$ cat config.mk
export PLATFORM = sky130hd
export DESIGN_NAME = pinned_lru_chunk_cache
export DESIGN_NICKNAME = d
export VERILOG_FILES = /design/src/hw/rtl/plcc_pkg.sv /design/src/hw/rtl/pinned_lru_chunk_cache.sv
export SDC_FILE = /design/constraint.sdc
export NUM_CORES = 1
export LEC_CHECK = 0
export BUFFER_PORTS_ARGS = -buffer_cell sky130_fd_sc_hd__buf_2
export CAP_MARGIN = 20
export CORE_UTILIZATION = 45
export DETAILED_ROUTE_END_ITERATION = 7
export PLACE_DENSITY = 0.64
export SLEW_MARGIN = 10
export SYNTH_ARGS = -nofsm -noshare
export SYNTH_HDL_FRONTEND = slang
export SYNTH_SLANG_ARGS = --single-unit
$ cat constraint.sdc
create_clock -name clk_i -period 5 [get_ports clk_i]
set_input_delay 0.75 -clock clk_i [delete_from_list [all_inputs] [get_ports clk_i]]
set_output_delay 0.75 -clock clk_i [all_outputs]
set_load 0.01 [all_outputs]
$ cat src/hw/rtl/plcc_pkg.sv
// Shared types and constants for the pinned LRU chunk cache.
package plcc_pkg;

  localparam int unsigned ChunkW    = 12;
  localparam int unsigned WordW     = 15;
  localparam int unsigned WordShift = 5;
  localparam int unsigned UsersW    = 8;
  localparam int unsigned SlotPortW = 2;
  localparam int unsigned InDataW   = 40;
  localparam int unsigned OutDataW  = 48;

  localparam logic [UsersW-1:0] UsersMax = '1;

  typedef enum logic [1:0] {
    ACT_ACQUIRE = 2'd0,
    ACT_RELEASE = 2'd1,
    ACT_DIRTY   = 2'd2,
    ACT_NONE    = 2'd3
  } action_e;

  typedef enum logic [1:0] {
    ERR_NONE      = 2'd0,
    ERR_NO_FREE   = 2'd1,
    ERR_UNUSED    = 2'd2,
    ERR_SATURATED = 2'd3
  } error_e;

  // One result, packed from the highest field down.
  typedef struct packed {
    error_e                 error;
    logic [ChunkW-1:0]      writeback_chunk;
    logic                   writeback_valid;
    logic [ChunkW-1:0]      fill_chunk;
    logic                   fill_valid;
    logic [WordW-1:0]       word_offset;
    logic                   hit;
    logic [SlotPortW-1:0]   slot_out;
  } result_t;

endpackage

$ cat src/hw/rtl/pinned_lru_chunk_cache.sv
// Pinned LRU chunk cache: tag, pin-count and LRU free-list manager.
//
// Usage
//   Requests enter on the s_axis channel: tuser carries the action (acquire,
//   release, mark dirty) and tdata the bit index and slot. Each request gives
//   exactly one result on the m_axis channel with the slot, hit flag, word
//   offset, fill and write-back requests and an error code.
//   A request is taken into an input register, the tag compare against all
//   slots and the free-list update are done combinationally from that
//   register, and the result lands in an output register. One request is
//   accepted every cycle while the receiver does not stall; the combinational
//   tag compare and free-list shift allow that rate.
//   State (tags, dirty flags, pin counts, free list) is written only when a
//   result is loaded into the output register, so back-to-back requests see
//   the effect of the one before.
//   When the receiver stalls, the output register holds its result and the
//   input register holds one more request; after that s_axis_tready drops.
//   Reset (rst_ni low, asynchronous) empties both registers, makes slot i
//   hold chunk i, clean and unpinned, with free list 0..SLOTS-1 oldest first.
module pinned_lru_chunk_cache #(
  parameter int unsigned SLOTS       = 4,
  parameter int unsigned CHUNK_SHIFT = 20
) (
  input  logic                           clk_i,
  input  logic                           rst_ni,
  input  logic                           s_axis_tvalid,
  output logic                           s_axis_tready,
  // bit_index[31:0], slot[33:32], zero pad [39:34]
  input  logic [plcc_pkg::InDataW-1:0]   s_axis_tdata,
  // action[1:0]
  input  logic [1:0]                     s_axis_tuser,
  output logic                           m_axis_tvalid,
  input  logic                           m_axis_tready,
  // slot_out[1:0], hit[2], word_offset[17:3], fill_valid[18], fill_chunk[30:19],
  // writeback_valid[31], writeback_chunk[43:32], error[45:44], zero pad [47:46]
  output logic [plcc_pkg::OutDataW-1:0]  m_axis_tdata
);

  localparam int unsigned SlotW = (SLOTS > 1) ? $clog2(SLOTS) : 1;
  localparam int unsigned CntW  = $clog2(SLOTS + 1);

  // Input register
  logic                           in_valid_q;
  plcc_pkg::action_e              action_q;
  logic [31:0]                    bit_idx_q;
  logic [plcc_pkg::SlotPortW-1:0] slot_q;

  // Output register
  logic                           out_valid_q;
  plcc_pkg::result_t              res_q, res_d;

  // Cache state
  logic [plcc_pkg::ChunkW-1:0] chunk_q [SLOTS];
  logic [plcc_pkg::ChunkW-1:0] chunk_d [SLOTS];
  logic                        dirty_q [SLOTS];
  logic                        dirty_d [SLOTS];
  logic [plcc_pkg::UsersW-1:0] users_q [SLOTS];
  logic [plcc_pkg::UsersW-1:0] users_d [SLOTS];
  logic [SlotW-1:0]            order_q [SLOTS];
  logic [SlotW-1:0]            order_d [SLOTS];
  logic [CntW-1:0]             free_cnt_q, free_cnt_d;

  logic advance;
  assign advance       = in_valid_q && (!out_valid_q || m_axis_tready);
  assign s_axis_tready = !in_valid_q || advance;

  // Decode and update
  logic [plcc_pkg::ChunkW-1:0] req_chunk;
  logic [plcc_pkg::WordW-1:0]  req_word;
  logic [SlotW-1:0]            req_slot;
  logic                        req_slot_ok;
  logic                        hit_found;
  logic [SlotW-1:0]            hit_slot;
  logic [plcc_pkg::UsersW-1:0] hit_users;
  logic [SlotW-1:0]            victim;
  logic [plcc_pkg::UsersW-1:0] rel_users;
  logic                        rm_en, rm_found, app_en;
  logic [SlotW-1:0]            rm_slot, rm_pos;

  assign req_chunk   = plcc_pkg::ChunkW'(bit_idx_q >> CHUNK_SHIFT);
  assign req_word    = bit_idx_q[plcc_pkg::WordShift +: plcc_pkg::WordW];
  assign req_slot    = SlotW'({30'd0, slot_q});
  assign req_slot_ok = ({30'd0, slot_q} < 32'(SLOTS));
  assign victim      = order_q[0];

  always_comb begin
    hit_found = 1'b0;
    hit_slot  = '0;
    hit_users = '0;
    rel_users = '0;
    // lowest matching slot wins
    for (int i = SLOTS - 1; i >= 0; i--) begin
      if (chunk_q[i] == req_chunk) begin
        hit_found = 1'b1;
        hit_slot  = SlotW'(i);
        hit_users = users_q[i];
      end
    end
    for (int i = 0; i < SLOTS; i++) begin
      if (SlotW'(i) == req_slot) rel_users = users_q[i];
    end
  end

  always_comb begin
    res_d   = '0;
    rm_en   = 1'b0;
    rm_slot = '0;
    app_en  = 1'b0;
    for (int i = 0; i < SLOTS; i++) begin
      chunk_d[i] = chunk_q[i];
      dirty_d[i] = dirty_q[i];
      users_d[i] = users_q[i];
    end
    case (action_q)
      plcc_pkg::ACT_ACQUIRE: begin
        res_d.word_offset = req_word;
        if (hit_found) begin
          res_d.slot_out = plcc_pkg::SlotPortW'(32'(hit_slot));
          res_d.hit      = 1'b1;
          if (hit_users == plcc_pkg::UsersMax) begin
            res_d.error = plcc_pkg::ERR_SATURATED;
          end else begin
            rm_en   = (hit_users == '0);
            rm_slot = hit_slot;
            for (int i = 0; i < SLOTS; i++) begin
              if (SlotW'(i) == hit_slot) users_d[i] = users_q[i] + 1'b1;
            end
          end
        end else if (free_cnt_q == '0) begin
          res_d.error = plcc_pkg::ERR_NO_FREE;
        end else begin
          rm_en            = 1'b1;
          rm_slot          = victim;
          res_d.slot_out   = plcc_pkg::SlotPortW'(32'(victim));
          res_d.fill_valid = 1'b1;
          res_d.fill_chunk = req_chunk;
          for (int i = 0; i < SLOTS; i++) begin
            if (SlotW'(i) == victim) begin
              if (dirty_q[i]) begin
                res_d.writeback_valid = 1'b1;
                res_d.writeback_chunk = chunk_q[i];
              end
              chunk_d[i] = req_chunk;
              dirty_d[i] = 1'b0;
              users_d[i] = plcc_pkg::UsersW'(1);
            end
          end
        end
      end
      plcc_pkg::ACT_RELEASE: begin
        res_d.slot_out = slot_q;
        if (!req_slot_ok || rel_users == '0) begin
          res_d.error = plcc_pkg::ERR_UNUSED;
        end else begin
          app_en = (rel_users == plcc_pkg::UsersW'(1));
          for (int i = 0; i < SLOTS; i++) begin
            if (SlotW'(i) == req_slot) users_d[i] = users_q[i] - 1'b1;
          end
        end
      end
      plcc_pkg::ACT_DIRTY: begin
        res_d.slot_out = slot_q;
        if (req_slot_ok) begin
          for (int i = 0; i < SLOTS; i++) begin
            if (SlotW'(i) == req_slot) dirty_d[i] = 1'b1;
          end
        end
      end
      default: begin
        res_d = '0;
      end
    endcase
  end

  // Free list: removal closes the gap, append goes to the tail
  always_comb begin
    rm_found = 1'b0;
    rm_pos   = '0;
    for (int i = SLOTS - 1; i >= 0; i--) begin
      if (CntW'(i) < free_cnt_q && order_q[i] == rm_slot) begin
        rm_found = 1'b1;
        rm_pos   = SlotW'(i);
      end
    end
    free_cnt_d = free_cnt_q;
    for (int j = 0; j < SLOTS; j++) order_d[j] = order_q[j];
    if (rm_en && rm_found) begin
      free_cnt_d = free_cnt_q - 1'b1;
      for (int j = 0; j + 1 < SLOTS; j++) begin
        if (SlotW'(j) >= rm_pos) order_d[j] = order_q[j + 1];
      end
    end else if (app_en && free_cnt_q < CntW'(SLOTS)) begin
      free_cnt_d = free_cnt_q + 1'b1;
      for (int j = 0; j < SLOTS; j++) begin
        if (CntW'(j) == free_cnt_q) order_d[j] = req_slot;
      end
    end
  end

  // Control and state registers
  always_ff @(posedge clk_i or negedge rst_ni) begin
    if (!rst_ni) begin
      in_valid_q  <= 1'b0;
      out_valid_q <= 1'b0;
      free_cnt_q  <= CntW'(SLOTS);
      for (int i = 0; i < SLOTS; i++) begin
        chunk_q[i] <= plcc_pkg::ChunkW'(i);
        dirty_q[i] <= 1'b0;
        users_q[i] <= '0;
        order_q[i] <= SlotW'(i);
      end
    end else begin
      if (s_axis_tready) in_valid_q <= s_axis_tvalid;
      if (advance) begin
        out_valid_q <= 1'b1;
        free_cnt_q  <= free_cnt_d;
        for (int i = 0; i < SLOTS; i++) begin
          chunk_q[i] <= chunk_d[i];
          dirty_q[i] <= dirty_d[i];
          users_q[i] <= users_d[i];
          order_q[i] <= order_d[i];
        end
      end else if (m_axis_tready) begin
        out_valid_q <= 1'b0;
      end
    end
  end

  // Payload registers
  always_ff @(posedge clk_i) begin
    if (s_axis_tready && s_axis_tvalid) begin
      action_q  <= plcc_pkg::action_e'(s_axis_tuser);
      bit_idx_q <= s_axis_tdata[31:0];
      slot_q    <= s_axis_tdata[33:32];
    end
    if (advance) res_q <= res_d;
  end

  assign m_axis_tvalid = out_valid_q;
  assign m_axis_tdata  = {2'b00, res_q};

  // Checks
  logic [SLOTS-1:0] unpinned;
  always_comb begin
    for (int i = 0; i < SLOTS; i++) unpinned[i] = (users_q[i] == '0);
  end

  a_free_count_bound: assert property (@(posedge clk_i) disable iff (!rst_ni)
    free_cnt_q <= CntW'(SLOTS))
    else $error("free count above slot count");

  a_free_matches_pins: assert property (@(posedge clk_i) disable iff (!rst_ni)
    $countones(unpinned) == 32'(free_cnt_q))
    else $error("free list length differs from unpinned slots");

  a_fill_clean: assert property (@(posedge clk_i) disable iff (!rst_ni)
    m_axis_tvalid && res_q.fill_valid |-> !res_q.hit && res_q.error == plcc_pkg::ERR_NONE)
    else $error("fill request on hit or error");

  a_wb_needs_fill: assert property (@(posedge clk_i) disable iff (!rst_ni)
    m_axis_tvalid && res_q.writeback_valid |-> res_q.fill_valid)
    else $error("write-back without fill");

  a_stall_only_full: assert property (@(posedge clk_i) disable iff (!rst_ni)
    !s_axis_tready |-> in_valid_q && out_valid_q && !m_axis_tready)
    else $error("input stalled while a stage is free");

endmodule
==> flow_summary.json, run 1 <==
{
  "cts_resized": 0,
  "clockBufferDepth": 2,
  "finalNonFillerCells": 1249,
  "synth-compound-area-share_pct": 14.7,
  "antenna_found_initial": 0,
  "worstSetupStartpointType": "register",
  "hold_class": "in -> async",
  "crit_arrival_ns": 4.79,
  "pin_count": 96,
  "r2r-start": "bit_idx_q[25]$_DFFE_PP_",
  "place_area_mm2": 0.0104,
  "gp_congestion": 0.922,
  "busiest_layer": "met2",
  "finalSetupTns_ns": 0,
  "synth_seq_cells": 174,
  "io_buffers": 82,
  "die_w_um": 150,
  "dpl.cell_count": 1216,
  "yosys.area_share.simple_pct": 16.4,
  "vias_per_cell": 5.86,
  "fin_crit_ns": 4.47,
  "synth.top_cell.area_share_pct": 23.4,
  "synth_edf_count": 77,
  "final_core_utilization_pct": 52.0,
  "ys_seq_area_share_pct": 48.2,
  "synth_top_family_by_area": "simple AND/OR/NAND/NOR gates",
  "finalMaxSlewViolations": 0,
  "dr_total_vias": 7319,
  "core_mm2": 0.0212,
  "hold_buffers": 0,
  "wl_per_cell_um": 19.0,
  "synth_top_area_cell": "edfxtp_1",
  "cts_setup_buffers": 0,
  "dieHeight_um": 150,
  "yosys-top-cells-count": "dfrtp_1 (88), edfxtp_1 (77), mux2_2 (58)",
  "post-dp-hpwl_mm": 16.3,
  "synth.distinct_cells": 82,
  "cap_violations": 0,
  "syn_to_final_growth_pct": 12.0,
  "setup_viol": 0,
  "finalCritPeriodShare_pct": 89.4,
  "ant_nets": 0,
  "hold_viol": 0,
  "synth_xor_area_share_pct": 4.80,
  "grt_max_degree": 76,
  "root_buffer": "clkbuf_16",
  "use_met3_pct": 5.91,
  "firstDrtPassIters": 4,
  "synthAdderAreaFrac_pct": 2.16,
  "drc_errors": 0,
  "synth_area_mm2": 0.00986,
  "clk_latency_ns": 0.44,
  "grt_pass1_wl_mm": 38.6,
  "numClockSinks": 174,
  "met2_usage_pct": 34.5,
  "cts_tree": "yes",
  "tightest_slew_ns": 1.19,
  "criticalPathCategory": "reg -> reg",
  "crit_start": "bit_idx_q[25]$_DFFE_PP_",
  "nets": 1024,
  "antenna_cells": 0,
  "crit_path_max_fanout": 12,
  "h-tree-depth": 4,
  "yosys.cell_count.top_type": "dfrtp_1",
  "synth.area.top_cells": "edfxtp_1 (23%), dfrtp_1 (22%), mux2_2 (6.6%)",
  "track_usage_pct": 22.5,
  "stdcell_area_mm2": 0.0110,
  "synth_warnings": 0,
  "fin_worst_skew_ns": 0.0127,
  "critical_path_required_ns": 5.32,
  "leakagePower_uw": 0.00441,
  "relSlewSlack_pct": 20.6,
  "ys_async_sr_fraction_pct": 55.7,
  "dp_slack_ns": 0.572,
  "synthMuxAreaShare_pct": 8.12,
  "status": "finished, final reports clean",
  "start_util_pct": 46.5,
  "dieArea_mm2": 0.0225,
  "clk_pin_slew_worst_paths_ns": 0.08,
  "max_freq_ghz": 0.224,
  "totalWireLength_mm": 23.7,
  "worstSetupEndpointType": "register",
  "cts_made_buffers": 17,
  "vdd_drop_max_v": 0.000274,
  "syn_area_per_cell_um2": 10.9,
  "final_layout_size_suffix_gt1_share_pct": 26.1,
  "first_iter_violations": 520,
  "use_met1_pct": 31.8,
  "overflow": 0,
  "rsz0062_at_grt": "false",
  "final.setup.worst_slack_ns": 0.531,
  "grt_pass1_vias": 7109,
  "powerDensity_mw_per_mm2": 430,
  "syn-instance-count": 902,
  "fp-row-count": 53,
  "synthFlopType": "dfrtp_1"
}
-- per-layer routing --
| layer | share of wire [%] | vias up |
|---|---|---|
| met4 | 0.98 | 0 |
| met3 | 5.8 | 21 |
| met2 | 45 | 191 |
| met5 | 0 | - |
| li1 | - | 3461 |
| met1 | 48 | 3646 |
-- worst max-delay path, stage by stage, from the launching register on --
cell	delay [ns]
edfxtp_1	0.58
xor2_1	0.24
nor4_2	0.35
nand3_1	0.44
and2_4	0.38
a221oi_1	0.45
and4_1	0.25
a41oi_1	0.25
o32ai_1	0.26
o21a_1	0.19
o21a_2	0.32
mux2_1	0.36
mux2_2	0.27
-- registers in the layout, indices dropped and copies added, names as in the netlist --
register	count
action_q	2
bit_idx_q	27
chunk_q	48
dirty_q	4
free_cnt_q	3
in_valid_q	1
m_axis_tdata	46
m_axis_tvalid	1
order_q	6
req_slot	2
users_q	32
victim	2
-- layout by cell type (no fill, tap or decap), types with 11 or more instances in the layout --
cell,instances
a21oi_1,29
a221o_1,11
a22oi_1,25
and2_1,33
and3_1,13
buf_2,81
buf_4,26
clkbuf_16,17
dfrtp_1,88
edfxtp_1,77
ha_1,17
inv_1,28
mux2_2,58
nand2_1,55
nand2b_1,15
nand3_1,33
nand4_1,14
nor2_1,49
nor3_1,16
nor3b_1,12
nor4_1,14
o21ai_0,44
xnor2_1,41
xor2_1,13
-- cell type report --
type                    instances  area (um2)
multi-input cells             631        4580
clock inverters                15         220
well taps                     275         344
clock buffers                  17         425
fillers                      1921       10200
inverters                      29         109
repair buffers                108         612
flip-flops and latches        174        4750
-- worst paths after layout --
kind / to / slack, ns / cells past startpoint
max: victim[0]$_DFFE_PN0P_ / 0.53 / 12
min: users_q[4]$_DFFE_PN0P_ / 0.45 / 1
max reg2reg: victim[0]$_DFFE_PN0P_ / 0.53 / 12
min reg2reg: dirty_q[0]$_DFFE_PN0P_ / 0.50 / 1
max in group asynchronous: m_axis_tvalid$_DFFE_PN0P_ / 3.66 / 2
min in group clk_i: bit_idx_q[25]$_DFFE_PP_ / 0.47 / 1
-- stage by stage --
| step | total power [uW] | hold WS, ns |
|---|---|---|
| floorplan | 3020 | 0.454 |
| global placement | 3290 | 0.474 |
| detailed placement | 3320 | 0.481 |
| CTS | 4760 | 0.462 |
| global route | 5010 | 0.451 |
| finish | 4740 | 0.452 |
-- cell families (layout without fill, tap and decap cells) --
family / after synthesis / count (layout)
other: 1 / 2
multiplexers: 70 / 70
adder cells (fa/ha/maj): 17 / 17
buffers and inverters: 98 / 169
XOR/XNOR: 54 / 54
AO/OA/AOI/OAI: 197 / 197
flip-flops: 174 / 174
AND/OR/NAND/NOR: 291 / 291
-- power by group --
part / leakage, uW / internal [uW] / switching (uW)
logic: 0.00213 / 514 / 607
clock network: 0.000310 / 777 / 655
registers: 0.00196 / 1780 / 409
Power figures use the tool's default switching activity.
==> inputs of run 2 (changes only) <==
- CELL_PAD_IN_SITES_DETAIL_PLACEMENT: unset -> 0
- CELL_PAD_IN_SITES_GLOBAL_PLACEMENT: unset -> 1
- PLACE_DENSITY: 0.64 -> 0.78
==> run 2 against run 1 <==
Effect of this change: flip-flop and latch count did not move; sequential share of layout area rose by 0.36 points; highest routed layer unchanged; power fell by 1.7%; largest cell class unchanged.
==> flow_summary.json, run 2 (synthesis results as in run 1) <==
{
  "status": "finished, final reports clean",
  "final_layout_size_suffix_gt1_share_pct": 25.6,
  "grt_pass1_wl_mm": 38.7,
  "h-tree-depth": 4,
  "first_iter_violations": 537,
  "crit_arrival_ns": 4.99,
  "r2r-start": "bit_idx_q[23]$_DFFE_PP_",
  "track_usage_pct": 22.5,
  "die_w_um": 150,
  "grt_pass1_vias": 7095,
  "totalWireLength_mm": 23.6,
  "post-dp-hpwl_mm": 16.1,
  "antenna_cells": 0,
  "core_mm2": 0.0212,
  "worstSetupStartpointType": "register",
  "final_common_cell": "dfrtp_1",
  "nFillCells": 1920,
  "final_core_utilization_pct": 51.6,
  "cts_made_buffers": 17,
  "tightest_slew_ns": 1.13,
  "fp-row-count": 53,
  "nets": 1016,
  "p_sw_share_pct": 36.2,
  "pin_count": 96,
  "cts_tree": "yes",
  "comb_power_share_pct": 23.9,
  "dp_slack_ns": 0.465,
  "vias_per_cell": 5.85,
  "clockPowerShare_pct": 29.3,
  "vdd_drop_max_v": 0.000221,
  "crit_path_max_fanout": 13,
  "dieArea_mm2": 0.0225,
  "fin_crit_ns": 4.66,
  "cap_violations": 0,
  "r2r-end": "order_q[2]$_DFFE_PN0P_",
  "dieHeight_um": 150,
  "gp_congestion": 0.901,
  "io_buffers": 82,
  "hold_buffers": 0,
  "worstSetupEndpointType": "register",
  "relSlewSlack_pct": 24.8,
  "finalMaxSlewViolations": 0,
  "internal-power_uw": 2980,
  "largest-register": "chunk_q",
  "hold_viol": 0,
  "wl_per_cell_um": 19.0,
  "critical_path_required_ns": 5.33,
  "ant_nets": 0,
  "finalSetupTns_ns": 0,
  "hold_class": "in -> async",
  "final.setup.worst_slack_ns": 0.341,
  "final_cell_mix": "dfrtp_1 (88), buf_2 (81), edfxtp_1 (77)",
  "r2r_slack_ns": 0.34,
  "ff2ff_path_depth": 12,
  "start_util_pct": 46.5,
  "overflow": 0,
  "clk_latency_ns": 0.44,
  "antenna_found_initial": 0,
  "drc_errors": 0,
  "whs_ns": 0.446,
  "numClockSinks": 174,
  "p_sw_uw": 1690,
  "stdcell_area_mm2": 0.0109,
  "firstDrtPassIters": 5,
  "grt_max_degree": 69,
  "rsz0062_at_grt": "false",
  "dr_total_vias": 7265,
  "place_area_mm2": 0.0103,
  "clockBufferDepth": 2,
  "leakagePower_uw": 0.00436,
  "root_buffer": "clkbuf_16",
  "clk_pin_slew_worst_paths_ns": 0.07,
  "largest_reg_flops": 48,
  "p_seq_share_pct": 46.8,
  "cts_setup_buffers": 0,
  "criticalPathCategory": "reg -> reg",
  "setup_viol": 0,
  "fin_worst_skew_ns": 0.0104,
  "cts_resized": 0,
  "powerDensity_mw_per_mm2": 426,
  "max_freq_ghz": 0.215,
  "syn_to_final_growth_pct": 11.0,
  "finalCritPeriodShare_pct": 93.2
}
-- run 2: changes by cell type in the layout (fill, tap and decap cells not counted) --
cell / change
and2_1: -1
and2_2: +1
buf_4: -7
buf_6: -1
bufinv_16: -2
clkinv_2: +1
clkinv_8: +2
clkinvlp_4: -1
inv_4: +1
inv_6: -2
inv_8: +1
-- run 2: metrics by stage --
step	power, uW	instances
CTS	4670	1240
finish	4660	1241
global placement	3290	1208
global route	4940	1241
floorplan	3020	903
detailed placement	3310	1208
-- run 2: per-layer routing --
layer | global-route usage (%) | part of all wire, % | vias up
li1 | - | - | 3450
met1 | 32.0 | 48 | 3558
met2 | 33.8 | 44 | 224
met3 | 4.76 | 5.9 | 33
met4 | 7.37 | 1.8 | 0
met5 | 0 | 0 | -
-- run 2: final cells by class --
type | instances | area, um2 | area share, %
clock buffers | 17 | 425 | 3.89
clock inverters | 15 | 190 | 1.74
repair buffers | 100 | 548 | 5.01
flip-flops and latches | 174 | 4750 | 43.4
well taps | 275 | 344 | 3.14
inverters | 29 | 109 | 0.994
multi-input cells | 631 | 4580 | 41.8
-- run 2: how the worst max path moves through the flow --
stage / start / cells after the start / end
final: bit_idx_q[23]$_DFFE_PP_ / 12 / order_q[2]$_DFFE_PN0P_
after floorplan: bit_idx_q[27]$_DFFE_PP_ / 15 / victim[0]$_DFFE_PN0P_
after global routing: bit_idx_q[31]$_DFFE_PP_ / 13 / users_q[2]$_DFFE_PN0P_
after detailed placement: bit_idx_q[22]$_DFFE_PP_ / 12 / order_q[2]$_DFFE_PN0P_
after CTS: bit_idx_q[23]$_DFFE_PP_ / 12 / order_q[2]$_DFFE_PN0P_
after global placement: bit_idx_q[22]$_DFFE_PP_ / 12 / order_q[2]$_DFFE_PN0P_
-- run 2: worst max-delay path: stages (launching register included) --
cell and delay (ns):
edfxtp_1 0.55, xnor2_1 0.24, nand4_1 0.18, nor3_2 0.76, nand3_1 0.20, a221oi_2 0.41
nand4_1 0.20, nor4_4 0.58, o32ai_1 0.23, o21a_1 0.16, o21a_2 0.32, o221ai_1 0.32
mux2_2 0.37
-- run 2: power groups by stage --
| stage | Clock, uW | Sequential, uW | Combinational [uW] |
|---|---|---|---|
| 2_1_floorplan | 0 | 2000 | 1010 |
| 3_3_place_gp | 0 | 2200 | 1100 |
| 3_5_place_dp | 0 | 2200 | 1110 |
| 4_1_cts | 1390 | 2180 | 1110 |
| 5_1_grt | 1440 | 2240 | 1260 |
| 6_report | 1370 | 2180 | 1110 |
==> inputs of run 3 (changes only) <==
- CORE_UTILIZATION: 45 -> 32
- PLACE_DENSITY: 0.78 -> 0.59
==> run 3 against run 2 <==
Effect of this change: wire length grew 13%; sequential power about the same; power is 2.1% higher; combinational power up 4%; critical endpoint is now victim[0]$_DFFE_PN0P_; highest routed layer is now met5.
==> flow_summary.json, run 3 (synthesis results as in run 1) <==
{
  "clockPowerShare_pct": 29.9,
  "clockBufferDepth": 2,
  "fin_worst_skew_ns": 0.0141,
  "final_layout_size_suffix_gt1_share_pct": 26.5,
  "comb_power_share_pct": 24.1,
  "critical_path_required_ns": 5.33,
  "cap_violations": 0,
  "cts_setup_buffers": 0,
  "r2r-start": "bit_idx_q[25]$_DFFE_PP_",
  "worstSetupStartpointType": "register",
  "h-tree-depth": 4,
  "syn_to_final_growth_pct": 13.7,
  "leakagePower_uw": 0.00442,
  "worstSetupEndpointType": "register",
  "path_cells": "xor2_1 -> nor4_2 -> nand3_2 -> and2_4 -> a221oi_1 -> and4_1 -> a41oi_1 -> o32ai_1 -> o21a_1 -> o21a_2 -> mux2_1 -> mux2_2",
  "vias_per_cell": 5.32,
  "path_buf_inv": 0,
  "layout.area.seq_mm2": 0.00475,
  "first_iter_violations": 529,
  "relSlewSlack_pct": 33.3,
  "setup_viol": 0,
  "vdd_drop_max_v": 0.000188,
  "finalMaxSlewViolations": 0,
  "antenna_found_initial": 3,
  "cpPeakStageDelay_ns": 0.56,
  "clk_pin_slew_worst_paths_ns": 0.08,
  "max_freq_ghz": 0.221,
  "dp_slack_ns": 0.389,
  "pin_count": 96,
  "final_common_cell": "dfrtp_1",
  "tightest_slew_ns": 0.993,
  "dieHeight_um": 178,
  "powerDensity_mw_per_mm2": 425,
  "rsz0062_at_grt": "false",
  "grt_pass1_vias": 7304,
  "post-dp-hpwl_mm": 18.2,
  "hold_viol": 0,
  "final.setup.worst_slack_ns": 0.485,
  "dr_total_vias": 7287,
  "start_util_pct": 32.9,
  "track_usage_pct": 17.8,
  "p_sw_uw": 1700,
  "gp_congestion": 0.827,
  "whs_ns": 0.318,
  "firstDrtPassIters": 6,
  "final_cell_mix": "dfrtp_1 (88), buf_2 (81), edfxtp_1 (77)",
  "crit_start": "bit_idx_q[25]$_DFFE_PP_",
  "grt_max_degree": 41,
  "final_core_utilization_pct": 37.4,
  "io_buffers": 82,
  "p_seq_share_pct": 46.0,
  "largest_reg_flops": 48,
  "grt_pass1_wl_mm": 42.7,
  "overflow": 0,
  "p_sw_share_pct": 35.7,
  "root_buffer": "clkbuf_16",
  "drc_errors": 0,
  "nets": 1028,
  "largest-register": "chunk_q",
  "finalSetupTns_ns": 0,
  "wl_per_cell_um": 19.4,
  "crit_family": "compound AO/OA/AOI/OAI gates",
  "finalCritPeriodShare_pct": 90.3,
  "numClockSinks": 174,
  "p_total_uw": 4760,
  "criticalPathCategory": "reg -> reg",
  "crit_slowest_cell": "edfxtp_1",
  "ant_nets": 0,
  "crit_path_max_fanout": 12,
  "cts_tree": "yes",
  "fin_crit_ns": 4.52,
  "clk_latency_ns": 0.44,
  "dieArea_mm2": 0.0315,
  "core_mm2": 0.0300,
  "status": "finished, final reports clean",
  "internal-power_uw": 3060,
  "totalWireLength_mm": 26.6,
  "hold_class": "in -> async",
  "cts_made_buffers": 17,
  "multi_input_area_mm2": 0.00459,
  "die_w_um": 178,
  "fp-row-count": 63,
  "nFillCells": 2989,
  "crit_arrival_ns": 4.85
}
[run 3: changes by cell type in the layout (fill, tap and decap cells not counted), sizes merged]
cell      before  now
diode          0    3
bufinv         0    2
clkinvlp       0    1
inv           36   37
buf          100  112
clkinv         8    4
[run 3: area by class of cell]
| type | instances | area share, % |
|---|---|---|
| sequential | 174 | 42.4 |
| antenna | 3 | 0.0670 |
| tap | 390 | 4.35 |
| clock inverter | 15 | 1.76 |
| multi-input combinational | 631 | 40.9 |
| clock buffer | 17 | 3.80 |
| inverter | 29 | 0.971 |
| timing repair buffer | 112 | 5.76 |
[run 3: power by group through the flow]
stage | Clock [uW] | Sequential [uW] | Combinational (uW)
2_1_floorplan | 0 | 2000 | 1010
3_3_place_gp | 0 | 2210 | 1130
3_5_place_dp | 0 | 2210 | 1140
4_1_cts | 1460 | 2190 | 1150
5_1_grt | 1510 | 2250 | 1290
6_report | 1420 | 2190 | 1150
[run 3: metal layers]
layer | vias up | track usage [%] | share of wire (%)
met5 | - | 0 | 0.049
met4 | 2 | 5.84 | 1.7
met3 | 32 | 3.86 | 5.1
met2 | 166 | 27.3 | 45
met1 | 3612 | 24.9 | 49
li1 | 3475 | - | -
[run 3: through the flow]
stage          cell area [um2]  instances
3_3_place_gp             10500       1333
6_report                 11200       1371
5_1_grt                  11200       1368
4_1_cts                  11200       1366
2_1_floorplan             9860        903
3_5_place_dp             10600       1334
[run 3: final timing paths]
check | to | slack [ns] | cells past startpoint
worst min-delay path | users_q[4]$_DFFE_PN0P_ | 0.32 | 1
worst max-delay path | victim[0]$_DFFE_PN0P_ | 0.48 | 12
min in group clk_i | bit_idx_q[29]$_DFFE_PP_ | 0.47 | 1
max in group asynchronous | chunk_q[6]$_DFFE_PN0P_ | 3.77 | 2
worst min register to register | m_axis_tvalid$_DFFE_PN0P_ | 0.50 | 1
worst max register to register | victim[0]$_DFFE_PN0P_ | 0.48 | 12
[run 3: what timing repair did]
| action | 4_1_cts | 5_1_grt |
|---|---|---|
| hold buffers | 0 | 0 |
| gates resized for setup | 0 | 1 |
| endpoints found under the setup margin | 0 | 2 |
